===== src/rtl/gpts_pkg.sv =====
// Package for the gyro pivot turn sequencer.
// Holds the phase, drive and register index codes, reset values and the shared structs.
// No dependencies.
package gpts_pkg;

  localparam int unsigned CfgDataW = 16;
  localparam int unsigned CfgIdxW  = 3;

  // Rotation margin and deadband, in degrees.
  localparam int unsigned MarginDeg = 4;
  localparam int unsigned BandDeg   = 2;

  typedef enum logic [2:0] {
    PH_IDLE   = 3'd0,
    PH_KICK   = 3'd1,
    PH_STEADY = 3'd2,
    PH_BRAKE  = 3'd3,
    PH_SETTLE = 3'd4,
    PH_NUDGE  = 3'd5
  } phase_e;

  typedef enum logic [1:0] {
    DRV_STOP = 2'd0,
    DRV_FWD  = 2'd1,
    DRV_REV  = 2'd2
  } drive_e;

  typedef enum logic [2:0] {
    REG_TURN_DEGREES  = 3'd0,
    REG_TURN_CW       = 3'd1,
    REG_GYRO_OFFSET   = 3'd2,
    REG_TICKS_PER_DEG = 3'd3,
    REG_KICK_PWM      = 3'd4,
    REG_TURN_PWM      = 3'd5,
    REG_BRAKE_PWM     = 3'd6,
    REG_NUDGE_PWM     = 3'd7
  } cfg_idx_e;

  localparam logic [7:0]         RstTurnDegrees = 8'd90;
  localparam logic               RstTurnCw      = 1'b1;
  localparam logic signed [15:0] RstGyroOffset  = 16'sd0;
  localparam logic [15:0]        RstTicksPerDeg = 16'd13100;
  localparam logic [7:0]         RstKickPwm     = 8'd160;
  localparam logic [7:0]         RstTurnPwm     = 8'd85;
  localparam logic [7:0]         RstBrakePwm    = 8'd100;
  localparam logic [7:0]         RstNudgePwm    = 8'd140;

  typedef struct packed {
    logic [7:0]         angle_deg;
    logic               turn_clockwise;
    logic signed [15:0] gyro_offset;
    logic [15:0]        deg_scale;
    logic [7:0]         kick_duty;
    logic [7:0]         steady_duty;
    logic [7:0]         brake_duty;
    logic [7:0]         nudge_duty;
  } cfg_t;

  typedef struct packed {
    drive_e      left_drive;
    drive_e      right_drive;
    logic [7:0]  drive_duty;
    phase_e      turn_phase;
    logic        turn_finished;
    logic [30:0] rotation_magnitude;
  } res_t;

endpackage


===== src/rtl/gpts_in_if.sv =====
// Input channel of the gyro pivot turn sequencer: valid, ready and one command beat.
// Depends on nothing.
interface gpts_in_if;
  logic               valid;
  logic               ready;
  logic               cmd;
  logic signed [15:0] rate_raw;

  modport source (output valid, output cmd, output rate_raw, input ready);
  modport sink   (input valid, input cmd, input rate_raw, output ready);
endinterface


===== src/rtl/gpts_out_if.sv =====
// Output channel of the gyro pivot turn sequencer: valid, ready and one motor command beat.
// Depends on nothing.
interface gpts_out_if;
  logic        valid;
  logic        ready;
  logic [1:0]  left_drive;
  logic [1:0]  right_drive;
  logic [7:0]  drive_duty;
  logic [2:0]  turn_phase;
  logic        turn_finished;
  logic [30:0] rotation_magnitude;

  modport source (output valid, output left_drive, output right_drive, output drive_duty,
                  output turn_phase, output turn_finished, output rotation_magnitude,
                  input ready);
  modport sink   (input valid, input left_drive, input right_drive, input drive_duty,
                  input turn_phase, input turn_finished, input rotation_magnitude,
                  output ready);
endinterface


===== src/rtl/gpts_cfg_regs.sv =====
// Configuration register file of the gyro pivot turn sequencer.
// Depends on gpts_pkg.
module gpts_cfg_regs
  import gpts_pkg::*;
(
  input  logic                clk_i,
  input  logic                rst_ni,
  input  logic                cfg_we_i,
  input  logic [CfgIdxW-1:0]  cfg_idx_i,
  input  logic [CfgDataW-1:0] cfg_data_i,
  output cfg_t                cfg_o
);

  cfg_t cfg_q;

  always_ff @(posedge clk_i or negedge rst_ni) begin
    if (!rst_ni) begin
      cfg_q.angle_deg      <= RstTurnDegrees;
      cfg_q.turn_clockwise <= RstTurnCw;
      cfg_q.gyro_offset    <= RstGyroOffset;
      cfg_q.deg_scale      <= RstTicksPerDeg;
      cfg_q.kick_duty      <= RstKickPwm;
      cfg_q.steady_duty    <= RstTurnPwm;
      cfg_q.brake_duty     <= RstBrakePwm;
      cfg_q.nudge_duty     <= RstNudgePwm;
    end else if (cfg_we_i) begin
      case (cfg_idx_e'(cfg_idx_i))
        REG_TURN_DEGREES:  cfg_q.angle_deg      <= cfg_data_i[7:0];
        REG_TURN_CW:       cfg_q.turn_clockwise <= cfg_data_i[0];
        REG_GYRO_OFFSET:   cfg_q.gyro_offset    <= $signed(cfg_data_i);
        REG_TICKS_PER_DEG: cfg_q.deg_scale      <= cfg_data_i;
        REG_KICK_PWM:      cfg_q.kick_duty      <= cfg_data_i[7:0];
        REG_TURN_PWM:      cfg_q.steady_duty    <= cfg_data_i[7:0];
        REG_BRAKE_PWM:     cfg_q.brake_duty     <= cfg_data_i[7:0];
        REG_NUDGE_PWM:     cfg_q.nudge_duty     <= cfg_data_i[7:0];
        default: ;
      endcase
    end
  end

  assign cfg_o = cfg_q;

endmodule


===== src/rtl/gpts_seq.sv =====
// Turn state registers and the single-pass step logic of the pivot turn sequencer.
// Each enabled beat updates the state and yields one motor command. Depends on gpts_pkg.
module gpts_seq
  import gpts_pkg::*;
#(
  parameter int unsigned KICK_COUNT      = 8,
  parameter int unsigned BRAKE_COUNT     = 4,
  parameter int unsigned SETTLE_COUNT    = 50,
  parameter int unsigned NUDGE_COUNT     = 4,
  parameter int unsigned MAX_CORRECTIONS = 5,
  parameter int unsigned STEADY_LIMIT    = 1200
) (
  input  logic               clk_i,
  input  logic               rst_ni,
  input  logic               en_i,
  input  logic               cmd_i,
  input  logic signed [15:0] rate_i,
  input  cfg_t               cfg_i,
  output res_t               res_o
);

  localparam logic [5:0]  KickCnt   = 6'(KICK_COUNT);
  localparam logic [5:0]  BrakeCnt  = 6'(BRAKE_COUNT);
  localparam logic [5:0]  SettleCnt = 6'(SETTLE_COUNT);
  localparam logic [5:0]  NudgeCnt  = 6'(NUDGE_COUNT);
  localparam logic [2:0]  MaxCorr   = 3'(MAX_CORRECTIONS);
  localparam logic [10:0] SteadyLim = 11'(STEADY_LIMIT);
  localparam logic [10:0] SteadyMax = 11'h7FF;

  phase_e             phase_q, phase_d;
  logic [31:0]        sum_q, sum_d;
  logic [5:0]         left_q, left_d;
  logic [10:0]        steady_q, steady_d;
  logic [2:0]         nudges_q, nudges_d;
  logic               pcw_q, pcw_d;
  logic [24:0]        full_q, full_d;
  logic signed [25:0] early_q, early_d;

  logic signed [16:0] delta;
  logic [31:0]        sum_add;
  logic [31:0]        mag_new;
  logic [31:0]        mag_out;
  logic [5:0]         cnt_dec;
  logic               cnt_done;
  logic [10:0]        steady_inc;
  logic [10:0]        steady_cmp;
  logic               goes_on;
  logic signed [33:0] err;
  logic [33:0]        aerr;
  logic [16:0]        band;
  logic               need_nudge;
  logic               finished;
  logic [23:0]        prod;

  // Start targets: one 8x16 product, then the margin taken off.
  assign prod = cfg_i.angle_deg * cfg_i.deg_scale;

  assign delta   = $signed({rate_i[15], rate_i})
                 - $signed({cfg_i.gyro_offset[15], cfg_i.gyro_offset});
  assign sum_add = sum_q + {{15{delta[16]}}, delta};
  assign mag_new = sum_add[31] ? (32'd0 - sum_add) : sum_add;

  assign cnt_dec  = (left_q == 6'd0) ? 6'd0 : left_q - 6'd1;
  assign cnt_done = (cnt_dec == 6'd0);

  assign steady_inc = (steady_q == SteadyMax) ? steady_q : steady_q + 11'd1;
  assign steady_cmp = (phase_q == PH_STEADY) ? steady_inc : steady_q;
  // A stop target that is not positive never lets the steady phase run.
  assign goes_on = !early_q[25] && (early_q != 26'sd0)
                && (mag_new < {7'd0, early_q[24:0]})
                && (steady_cmp < SteadyLim);

  assign err  = $signed({9'd0, full_q}) - $signed({2'd0, mag_new});
  assign aerr = err[33] ? (34'd0 - err) : err;
  assign band = {cfg_i.deg_scale, 1'b0};
  assign need_nudge = (nudges_q < MaxCorr) && (aerr > {17'd0, band});

  always_comb begin
    phase_d  = phase_q;
    sum_d    = sum_q;
    left_d   = left_q;
    steady_d = steady_q;
    nudges_d = nudges_q;
    pcw_d    = pcw_q;
    full_d   = full_q;
    early_d  = early_q;
    finished = 1'b0;
    if (!cmd_i) begin
      sum_d    = '0;
      full_d   = {1'b0, prod};
      early_d  = $signed({2'd0, prod}) - $signed({8'd0, cfg_i.deg_scale, 2'b00});
      nudges_d = '0;
      steady_d = '0;
      phase_d  = PH_KICK;
      left_d   = KickCnt;
      pcw_d    = cfg_i.turn_clockwise;
    end else if (phase_q != PH_IDLE) begin
      sum_d = sum_add;
      case (phase_q)
        PH_KICK: begin
          left_d = cnt_dec;
          if (cnt_done) begin
            if (goes_on) begin
              phase_d = PH_STEADY;
              left_d  = '0;
              pcw_d   = cfg_i.turn_clockwise;
            end else begin
              phase_d = PH_BRAKE;
              left_d  = BrakeCnt;
              pcw_d   = !cfg_i.turn_clockwise;
            end
          end
        end
        PH_STEADY: begin
          steady_d = steady_inc;
          if (!goes_on) begin
            phase_d = PH_BRAKE;
            left_d  = BrakeCnt;
            pcw_d   = !cfg_i.turn_clockwise;
          end
        end
        PH_BRAKE, PH_NUDGE: begin
          left_d = cnt_dec;
          if (cnt_done) begin
            phase_d = PH_SETTLE;
            left_d  = SettleCnt;
            pcw_d   = 1'b0;
          end
        end
        PH_SETTLE: begin
          left_d = cnt_dec;
          if (cnt_done) begin
            if (need_nudge) begin
              nudges_d = nudges_q + 3'd1;
              phase_d  = PH_NUDGE;
              left_d   = NudgeCnt;
              // Undershoot pushes on in the turn direction, overshoot pulls back.
              pcw_d    = (!err[33] && (err != 34'sd0)) ? cfg_i.turn_clockwise
                                                       : !cfg_i.turn_clockwise;
            end else begin
              phase_d  = PH_IDLE;
              left_d   = '0;
              pcw_d    = 1'b0;
              finished = 1'b1;
            end
          end
        end
        default: begin
          phase_d = PH_IDLE;
          left_d  = '0;
          pcw_d   = 1'b0;
        end
      endcase
    end
  end

  always_ff @(posedge clk_i or negedge rst_ni) begin
    if (!rst_ni) begin
      phase_q  <= PH_IDLE;
      sum_q    <= '0;
      left_q   <= '0;
      steady_q <= '0;
      nudges_q <= '0;
      pcw_q    <= 1'b0;
      full_q   <= '0;
      early_q  <= '0;
    end else if (en_i) begin
      phase_q  <= phase_d;
      sum_q    <= sum_d;
      left_q   <= left_d;
      steady_q <= steady_d;
      nudges_q <= nudges_d;
      pcw_q    <= pcw_d;
      full_q   <= full_d;
      early_q  <= early_d;
    end
  end

  assign mag_out = sum_d[31] ? (32'd0 - sum_d) : sum_d;

  always_comb begin
    res_o.turn_phase    = phase_d;
    res_o.turn_finished = finished;
    res_o.rotation_magnitude = mag_out[31] ? 31'h7FFF_FFFF : mag_out[30:0];
    res_o.left_drive    = DRV_STOP;
    res_o.right_drive   = DRV_STOP;
    case (phase_d)
      PH_KICK:   res_o.drive_duty = cfg_i.kick_duty;
      PH_STEADY: res_o.drive_duty = cfg_i.steady_duty;
      PH_BRAKE:  res_o.drive_duty = cfg_i.brake_duty;
      PH_NUDGE:  res_o.drive_duty = cfg_i.nudge_duty;
      default:   res_o.drive_duty = '0;
    endcase
    if (phase_d inside {PH_KICK, PH_STEADY, PH_BRAKE, PH_NUDGE}) begin
      res_o.left_drive  = pcw_d ? DRV_FWD : DRV_REV;
      res_o.right_drive = pcw_d ? DRV_REV : DRV_FWD;
    end
  end

endmodule


===== src/rtl/gyro_pivot_turn_sequencer.sv =====
// Gyro pivot turn sequencer.
// Top level: holds the input and result registers around the step logic.
// Depends on gpts_pkg, gpts_in_if, gpts_out_if, gpts_cfg_regs and gpts_seq.
//
// Use: each input beat on in_ch_i is either a start command (cmd 0) or one gyro
// sample (cmd 1 with a raw rate reading). Every input beat yields exactly one motor
// command beat on out_ch_o: drive directions for both motors, the duty, the phase in
// force, a finished flag on the beat that ends the turn, and the rotation magnitude.
// The configuration port (cfg_we_i, cfg_idx_i, cfg_data_i) writes one register
// per cycle and should be used only while no beat is in flight.
// A beat taken in passes through the input register and then the result register.
// Throughput: one beat per cycle unless the receiver stalls; the rotation add, abs
// and target compares fit between the input register and the result register.
// Reset sets the configuration registers to their defaults, the turn state to idle
// and both channels to empty. When the receiver stalls, the result register holds
// its beat, the input register fills, and ready drops until the result is taken.
module gyro_pivot_turn_sequencer
  import gpts_pkg::*;
#(
  parameter int unsigned KICK_COUNT      = 8,
  parameter int unsigned BRAKE_COUNT     = 4,
  parameter int unsigned SETTLE_COUNT    = 50,
  parameter int unsigned NUDGE_COUNT     = 4,
  parameter int unsigned MAX_CORRECTIONS = 5,
  parameter int unsigned STEADY_LIMIT    = 1200
) (
  input  logic                clk_i,
  input  logic                rst_ni,
  gpts_in_if.sink             in_ch_i,
  gpts_out_if.source          out_ch_o,
  input  logic                cfg_we_i,
  input  logic [CfgIdxW-1:0]  cfg_idx_i,
  input  logic [CfgDataW-1:0] cfg_data_i
);

  cfg_t               cfg;
  res_t               res;
  res_t               res_q;
  logic               in_valid_q;
  logic               cmd_q;
  logic signed [15:0] rate_q;
  logic               out_valid_q;
  logic               advance;
  logic               fire;

  assign advance       = !out_valid_q || out_ch_o.ready;
  assign fire          = in_valid_q && advance;
  assign in_ch_i.ready = !in_valid_q || advance;

  gpts_cfg_regs u_cfg (
    .clk_i      (clk_i),
    .rst_ni     (rst_ni),
    .cfg_we_i   (cfg_we_i),
    .cfg_idx_i  (cfg_idx_i),
    .cfg_data_i (cfg_data_i),
    .cfg_o      (cfg)
  );

  gpts_seq #(
    .KICK_COUNT      (KICK_COUNT),
    .BRAKE_COUNT     (BRAKE_COUNT),
    .SETTLE_COUNT    (SETTLE_COUNT),
    .NUDGE_COUNT     (NUDGE_COUNT),
    .MAX_CORRECTIONS (MAX_CORRECTIONS),
    .STEADY_LIMIT    (STEADY_LIMIT)
  ) u_seq (
    .clk_i  (clk_i),
    .rst_ni (rst_ni),
    .en_i   (fire),
    .cmd_i  (cmd_q),
    .rate_i (rate_q),
    .cfg_i  (cfg),
    .res_o  (res)
  );

  always_ff @(posedge clk_i or negedge rst_ni) begin
    if (!rst_ni) begin
      in_valid_q  <= 1'b0;
      out_valid_q <= 1'b0;
    end else begin
      if (in_ch_i.ready) begin
        in_valid_q <= in_ch_i.valid;
      end
      if (advance) begin
        out_valid_q <= in_valid_q;
      end
    end
  end

  always_ff @(posedge clk_i) begin
    if (in_ch_i.valid && in_ch_i.ready) begin
      cmd_q  <= in_ch_i.cmd;
      rate_q <= in_ch_i.rate_raw;
    end
    if (fire) begin
      res_q <= res;
    end
  end

  assign out_ch_o.valid              = out_valid_q;
  assign out_ch_o.left_drive         = res_q.left_drive;
  assign out_ch_o.right_drive        = res_q.right_drive;
  assign out_ch_o.drive_duty         = res_q.drive_duty;
  assign out_ch_o.turn_phase         = res_q.turn_phase;
  assign out_ch_o.turn_finished      = res_q.turn_finished;
  assign out_ch_o.rotation_magnitude = res_q.rotation_magnitude;

endmodule


===== src/flat_wrapper.sv =====
// flat-port wrapper written by rule: the top's interface ports become plain ports
module gyro_pivot_turn_sequencer_flat import gpts_pkg::*;
#(
  parameter int unsigned KICK_COUNT      = 8,
  parameter int unsigned BRAKE_COUNT     = 4,
  parameter int unsigned SETTLE_COUNT    = 50,
  parameter int unsigned NUDGE_COUNT     = 4,
  parameter int unsigned MAX_CORRECTIONS = 5,
  parameter int unsigned STEADY_LIMIT    = 1200
)
  (clk_i, rst_ni, cfg_we_i, cfg_idx_i, cfg_data_i, in_ch_i_valid, in_ch_i_cmd, in_ch_i_rate_raw, in_ch_i_ready, out_ch_o_valid, out_ch_o_left_drive, out_ch_o_right_drive, out_ch_o_drive_duty, out_ch_o_turn_phase, out_ch_o_turn_finished, out_ch_o_rotation_magnitude, out_ch_o_ready);
  gpts_in_if in_ch_i_i ();
  gpts_out_if out_ch_o_i ();
  input  logic clk_i;
  input  logic rst_ni;
  input  logic cfg_we_i;
  input  logic [CfgIdxW-1:0] cfg_idx_i;
  input  logic [CfgDataW-1:0] cfg_data_i;
  input wire logic [$bits(in_ch_i_i.valid)-1:0] in_ch_i_valid;
  input wire logic [$bits(in_ch_i_i.cmd)-1:0] in_ch_i_cmd;
  input wire logic [$bits(in_ch_i_i.rate_raw)-1:0] in_ch_i_rate_raw;
  output wire logic [$bits(in_ch_i_i.ready)-1:0] in_ch_i_ready;
  output wire logic [$bits(out_ch_o_i.valid)-1:0] out_ch_o_valid;
  output wire logic [$bits(out_ch_o_i.left_drive)-1:0] out_ch_o_left_drive;
  output wire logic [$bits(out_ch_o_i.right_drive)-1:0] out_ch_o_right_drive;
  output wire logic [$bits(out_ch_o_i.drive_duty)-1:0] out_ch_o_drive_duty;
  output wire logic [$bits(out_ch_o_i.turn_phase)-1:0] out_ch_o_turn_phase;
  output wire logic [$bits(out_ch_o_i.turn_finished)-1:0] out_ch_o_turn_finished;
  output wire logic [$bits(out_ch_o_i.rotation_magnitude)-1:0] out_ch_o_rotation_magnitude;
  input wire logic [$bits(out_ch_o_i.ready)-1:0] out_ch_o_ready;
  assign in_ch_i_i.valid = in_ch_i_valid;
  assign in_ch_i_i.cmd = in_ch_i_cmd;
  assign in_ch_i_i.rate_raw = in_ch_i_rate_raw;
  assign in_ch_i_ready = in_ch_i_i.ready;
  assign out_ch_o_valid = out_ch_o_i.valid;
  assign out_ch_o_left_drive = out_ch_o_i.left_drive;
  assign out_ch_o_right_drive = out_ch_o_i.right_drive;
  assign out_ch_o_drive_duty = out_ch_o_i.drive_duty;
  assign out_ch_o_turn_phase = out_ch_o_i.turn_phase;
  assign out_ch_o_turn_finished = out_ch_o_i.turn_finished;
  assign out_ch_o_rotation_magnitude = out_ch_o_i.rotation_magnitude;
  assign out_ch_o_i.ready = out_ch_o_ready;
  gyro_pivot_turn_sequencer #(.KICK_COUNT(KICK_COUNT), .BRAKE_COUNT(BRAKE_COUNT), .SETTLE_COUNT(SETTLE_COUNT), .NUDGE_COUNT(NUDGE_COUNT), .MAX_CORRECTIONS(MAX_CORRECTIONS), .STEADY_LIMIT(STEADY_LIMIT)) u_core (.clk_i(clk_i), .rst_ni(rst_ni), .in_ch_i(in_ch_i_i), .out_ch_o(out_ch_o_i), .cfg_we_i(cfg_we_i), .cfg_idx_i(cfg_idx_i), .cfg_data_i(cfg_data_i));
endmodule

===== config.mk =====
export PLATFORM = sky130hd
export DESIGN_NAME = gyro_pivot_turn_sequencer_flat
export DESIGN_NICKNAME = d
export VERILOG_FILES = /design/src/rtl/gpts_pkg.sv /design/src/rtl/gpts_in_if.sv /design/src/rtl/gpts_out_if.sv /design/src/rtl/gpts_cfg_regs.sv /design/src/rtl/gpts_seq.sv /design/src/rtl/gyro_pivot_turn_sequencer.sv /design/src/flat_wrapper.sv
export SDC_FILE = /design/constraint.sdc
export NUM_CORES = 1
export LEC_CHECK = 0
export BUFFER_PORTS_ARGS = -buffer_cell sky130_fd_sc_hd__buf_2
export CORE_MARGIN = 2
export CORE_UTILIZATION = 50
export DETAILED_ROUTE_END_ITERATION = 16
export PLACE_DENSITY_LB_ADDON = 0.15
export SLEW_MARGIN = 40
export SYNTH_ARGS = -nofsm -noshare
export SYNTH_HDL_FRONTEND = slang
export SYNTH_SLANG_ARGS = --single-unit

===== constraint.sdc =====
create_clock -name clk_i -period 37.2 [get_ports clk_i]
set_input_delay 7.44 -clock clk_i [delete_from_list [all_inputs] [get_ports clk_i]]
set_output_delay 7.44 -clock clk_i [all_outputs]
set_load 0.005 [all_outputs]

==> out/qor.txt <==
Post-layout util - 0.5470
RSZ-0062 raised after global routing - false
Clock Tree Root - clkbuf_16
Total GRT Usage - 0.2584
Fmax - 65.31 MHz
Routed length per instance - 18.78 µm
Hold-fix buffer count after cts - 0
Post-DP HPWL - 47840 µm
Via/cell ratio - 5.882
Number of port buffers - 89
Top post-synthesis cells by area - dfrtp_1 17%, ha_1 10%, edfxtp_1 8.2%, fa_1 7.7%, nand2_1 6.1%
Max-slew violations - 0
Starting Density - 0.5039
Clk_lat worst skew - 570 ps
Min Tclk post-route - 15310 ps
Fill cells - 4127
1st-iter DRT viols - 1357
Cell count of the worst reg-to-reg path - 60
Max FO, Critical Path - 3
Initial antenna violation count - 1
Die Span X - 217.4 µm
Number of enable flip-flop cells after synthesis - 62
Post-Place Setup Slack - 21890 ps
Synth top area share - 0.1692
CP startpoint kind - input pin
Largest net degree at the start of global routing - 77
Arr. time, crit path - 7870 ps
Setup bufs post-CTS - 0
DP Area - 0.02376 mm²
Core area - 0.04519 mm²
Footprint of the multi-input gates - 0.01515 mm²
Post-synth top cells - 368 x nand2_1, 231 x inv_1, 183 x ha_1, 183 x o21ai_0, 154 x dfrtp_1
Period utilization - 0.4116
Top_reg_cell synth - dfrtp_1
H-tree depth - 1
Final ANT Viol Nets - 0
Area leader, netlist - dfrtp_1
Longest Clk Path Bufs - 3
I/O pins - 90
# setup viols final - 0
Num CTS Buffers - 28
Distinct cells, synth - 99
Fraction of layout cells with a size suffix above 1 - 0.1115
Max Cap Violations - 0
DR pass1 iterations - 5
NumNets Final - 2971
Rel. slew slack - 0.4485
Final TNS setup - 0 ps
Synth async-reset ratio - 0.7417
Final Hold Fails - 0
Gr ovfl total - 0
Post_cts resized - 0
FF+latch area - 0.006346 mm²
Design area - 0.02472 mm²
Setup CP Type - input pin to output pin
Row count - 78
Sink Count - 240
Synth Net Count - 2936
Vias in the first global route - 18520
Routed via count - 19310
WL final - 61640 µm
CP endpoint kind - output pin
Global-route wire length before repair - 98160 µm
Die Area - 0.04726 mm²
Worst slew pin tran - 821.3 ps
Clock skew - 13.97 ps
Area grow syn2layout - 8.550%
Part of the Yosys area used for sequential elements - 0.2787
Worst EP required - 29760 ps
Routability cong. - 0.9404
DRC Markers - 0
Synth warn - 0
Flops & latches, synth - 240
Worst-path clk slew - 60 ps
Post-Synthesis Cell Area - 0.02277 mm²
Top-count cell post-synth - nand2_1
Mapped Cells - 2624
Die Y - 217.4 µm
Setup WS post-layout - 21890 ps
Worst hold path depth - 1
Synth Area per Inst - 8.677 µm²
Status - finished, final reports clean
Hold Crit Class - flip-flop to flip-flop
TritonCTS clock tree - built
[kinds of logic after synthesis]
group	count (synthesis)	synth area share
and+or+nand+nor	861	0.1846
AOI/OAI and AO/OA	653	0.1914
buffers and inverters	341	0.05797
adders and majority gates	271	0.1779
DFF	240	0.2787
xor gates and xnor gates	174	0.06907
muxes	84	0.04033
[worst paths after layout]
path	startpoint	to	slack [ps]
max in group asynchronous	rst_ni	u_core.u_seq.full_q[20]$_DFFE_PN0P_	28810
min in group asynchronous	rst_ni	u_core.u_seq.left_q[4]$_DFFE_PN0P_	6770
min	u_core.in_valid_q$_DFFE_PN0N_	u_core.out_ch_o.valid$_DFFE_PN0P_	490
max	out_ch_o_ready	in_ch_i_ready	21890
max reg2reg	u_core.rate_q[1]$_DFFE_PP_	u_core.out_ch_o.drive_duty[6]$_DFFE_PP_	23320
min reg2reg	u_core.in_valid_q$_DFFE_PN0N_	u_core.out_ch_o.valid$_DFFE_PN0P_	490
[state kept, by name, indices dropped and copies added, names as in the netlist, 3 cells and up]
signal,flops
u_core.rate_q,16
u_core.u_seq.steady_q,11
u_core.out_ch_o.rotation_magnitude,31
u_core.out_ch_o.turn_phase,3
u_core.u_seq.left_q,6
u_core.out_ch_o.drive_duty,8
u_core.u_cfg.cfg_o,73
u_core.u_seq.early_q,25
u_core.u_seq.phase_q,3
u_core.u_seq.nudges_q,3
u_core.u_seq.full_q,22
u_core.u_seq.sum_q,32
[layout make-up]
class                      count  share of cell area
clock inverter                13            0.006530
inverter                     232             0.03523
tap                          600             0.03037
multi-input combinational   2043              0.6131
antenna                        1           0.0001012
timing repair buffer         114             0.02663
clock buffer                  39             0.03123
sequential                   240              0.2568
[cells in the final DEF (no fill, tap or decap), types with 25 or more instances in the layout]
cell type	instances
a21o_1	38
o21a_1	30
xnor2_1	114
o21ai_0	183
nand2b_1	31
nand2_1	367
mux2_2	61
a21oi_1	126
edfxtp_1	62
nand3_1	41
dfrtp_1	154
clkbuf_16	28
inv_1	231
xor2_1	54
a211oi_1	29
ha_1	183
fa_1	88
nor3_1	44
and2_1	84
and3_1	27
buf_2	88
nor2_1	120
a22oi_1	25
[stage by stage]
step,hold slack (ps),instances
finish,492.0,3282
global route,516.7,3282
CTS,493.3,3280
detailed placement,487.2,3228
global placement,471.5,3226
floorplan,452.4,2624
[critical path, cell delays in order]
cell,delay (ps)
buf_2,100
nand3b_1,180
buf_2,150
[metal layers]
metal | track usage | wire length [µm] | vias up
li1 | - | - | 9302
met1 | 0.3641 | 28430 | 9400
met2 | 0.4279 | 29030 | 511
met3 | 0.02068 | 2661 | 92
met4 | 0.07100 | 1512 | 0
met5 | 0 | 0 | -
Power is left out: the tool's default activity adds up to more than one toggle a clock period on the data nets, which glitch-free logic cannot reach.
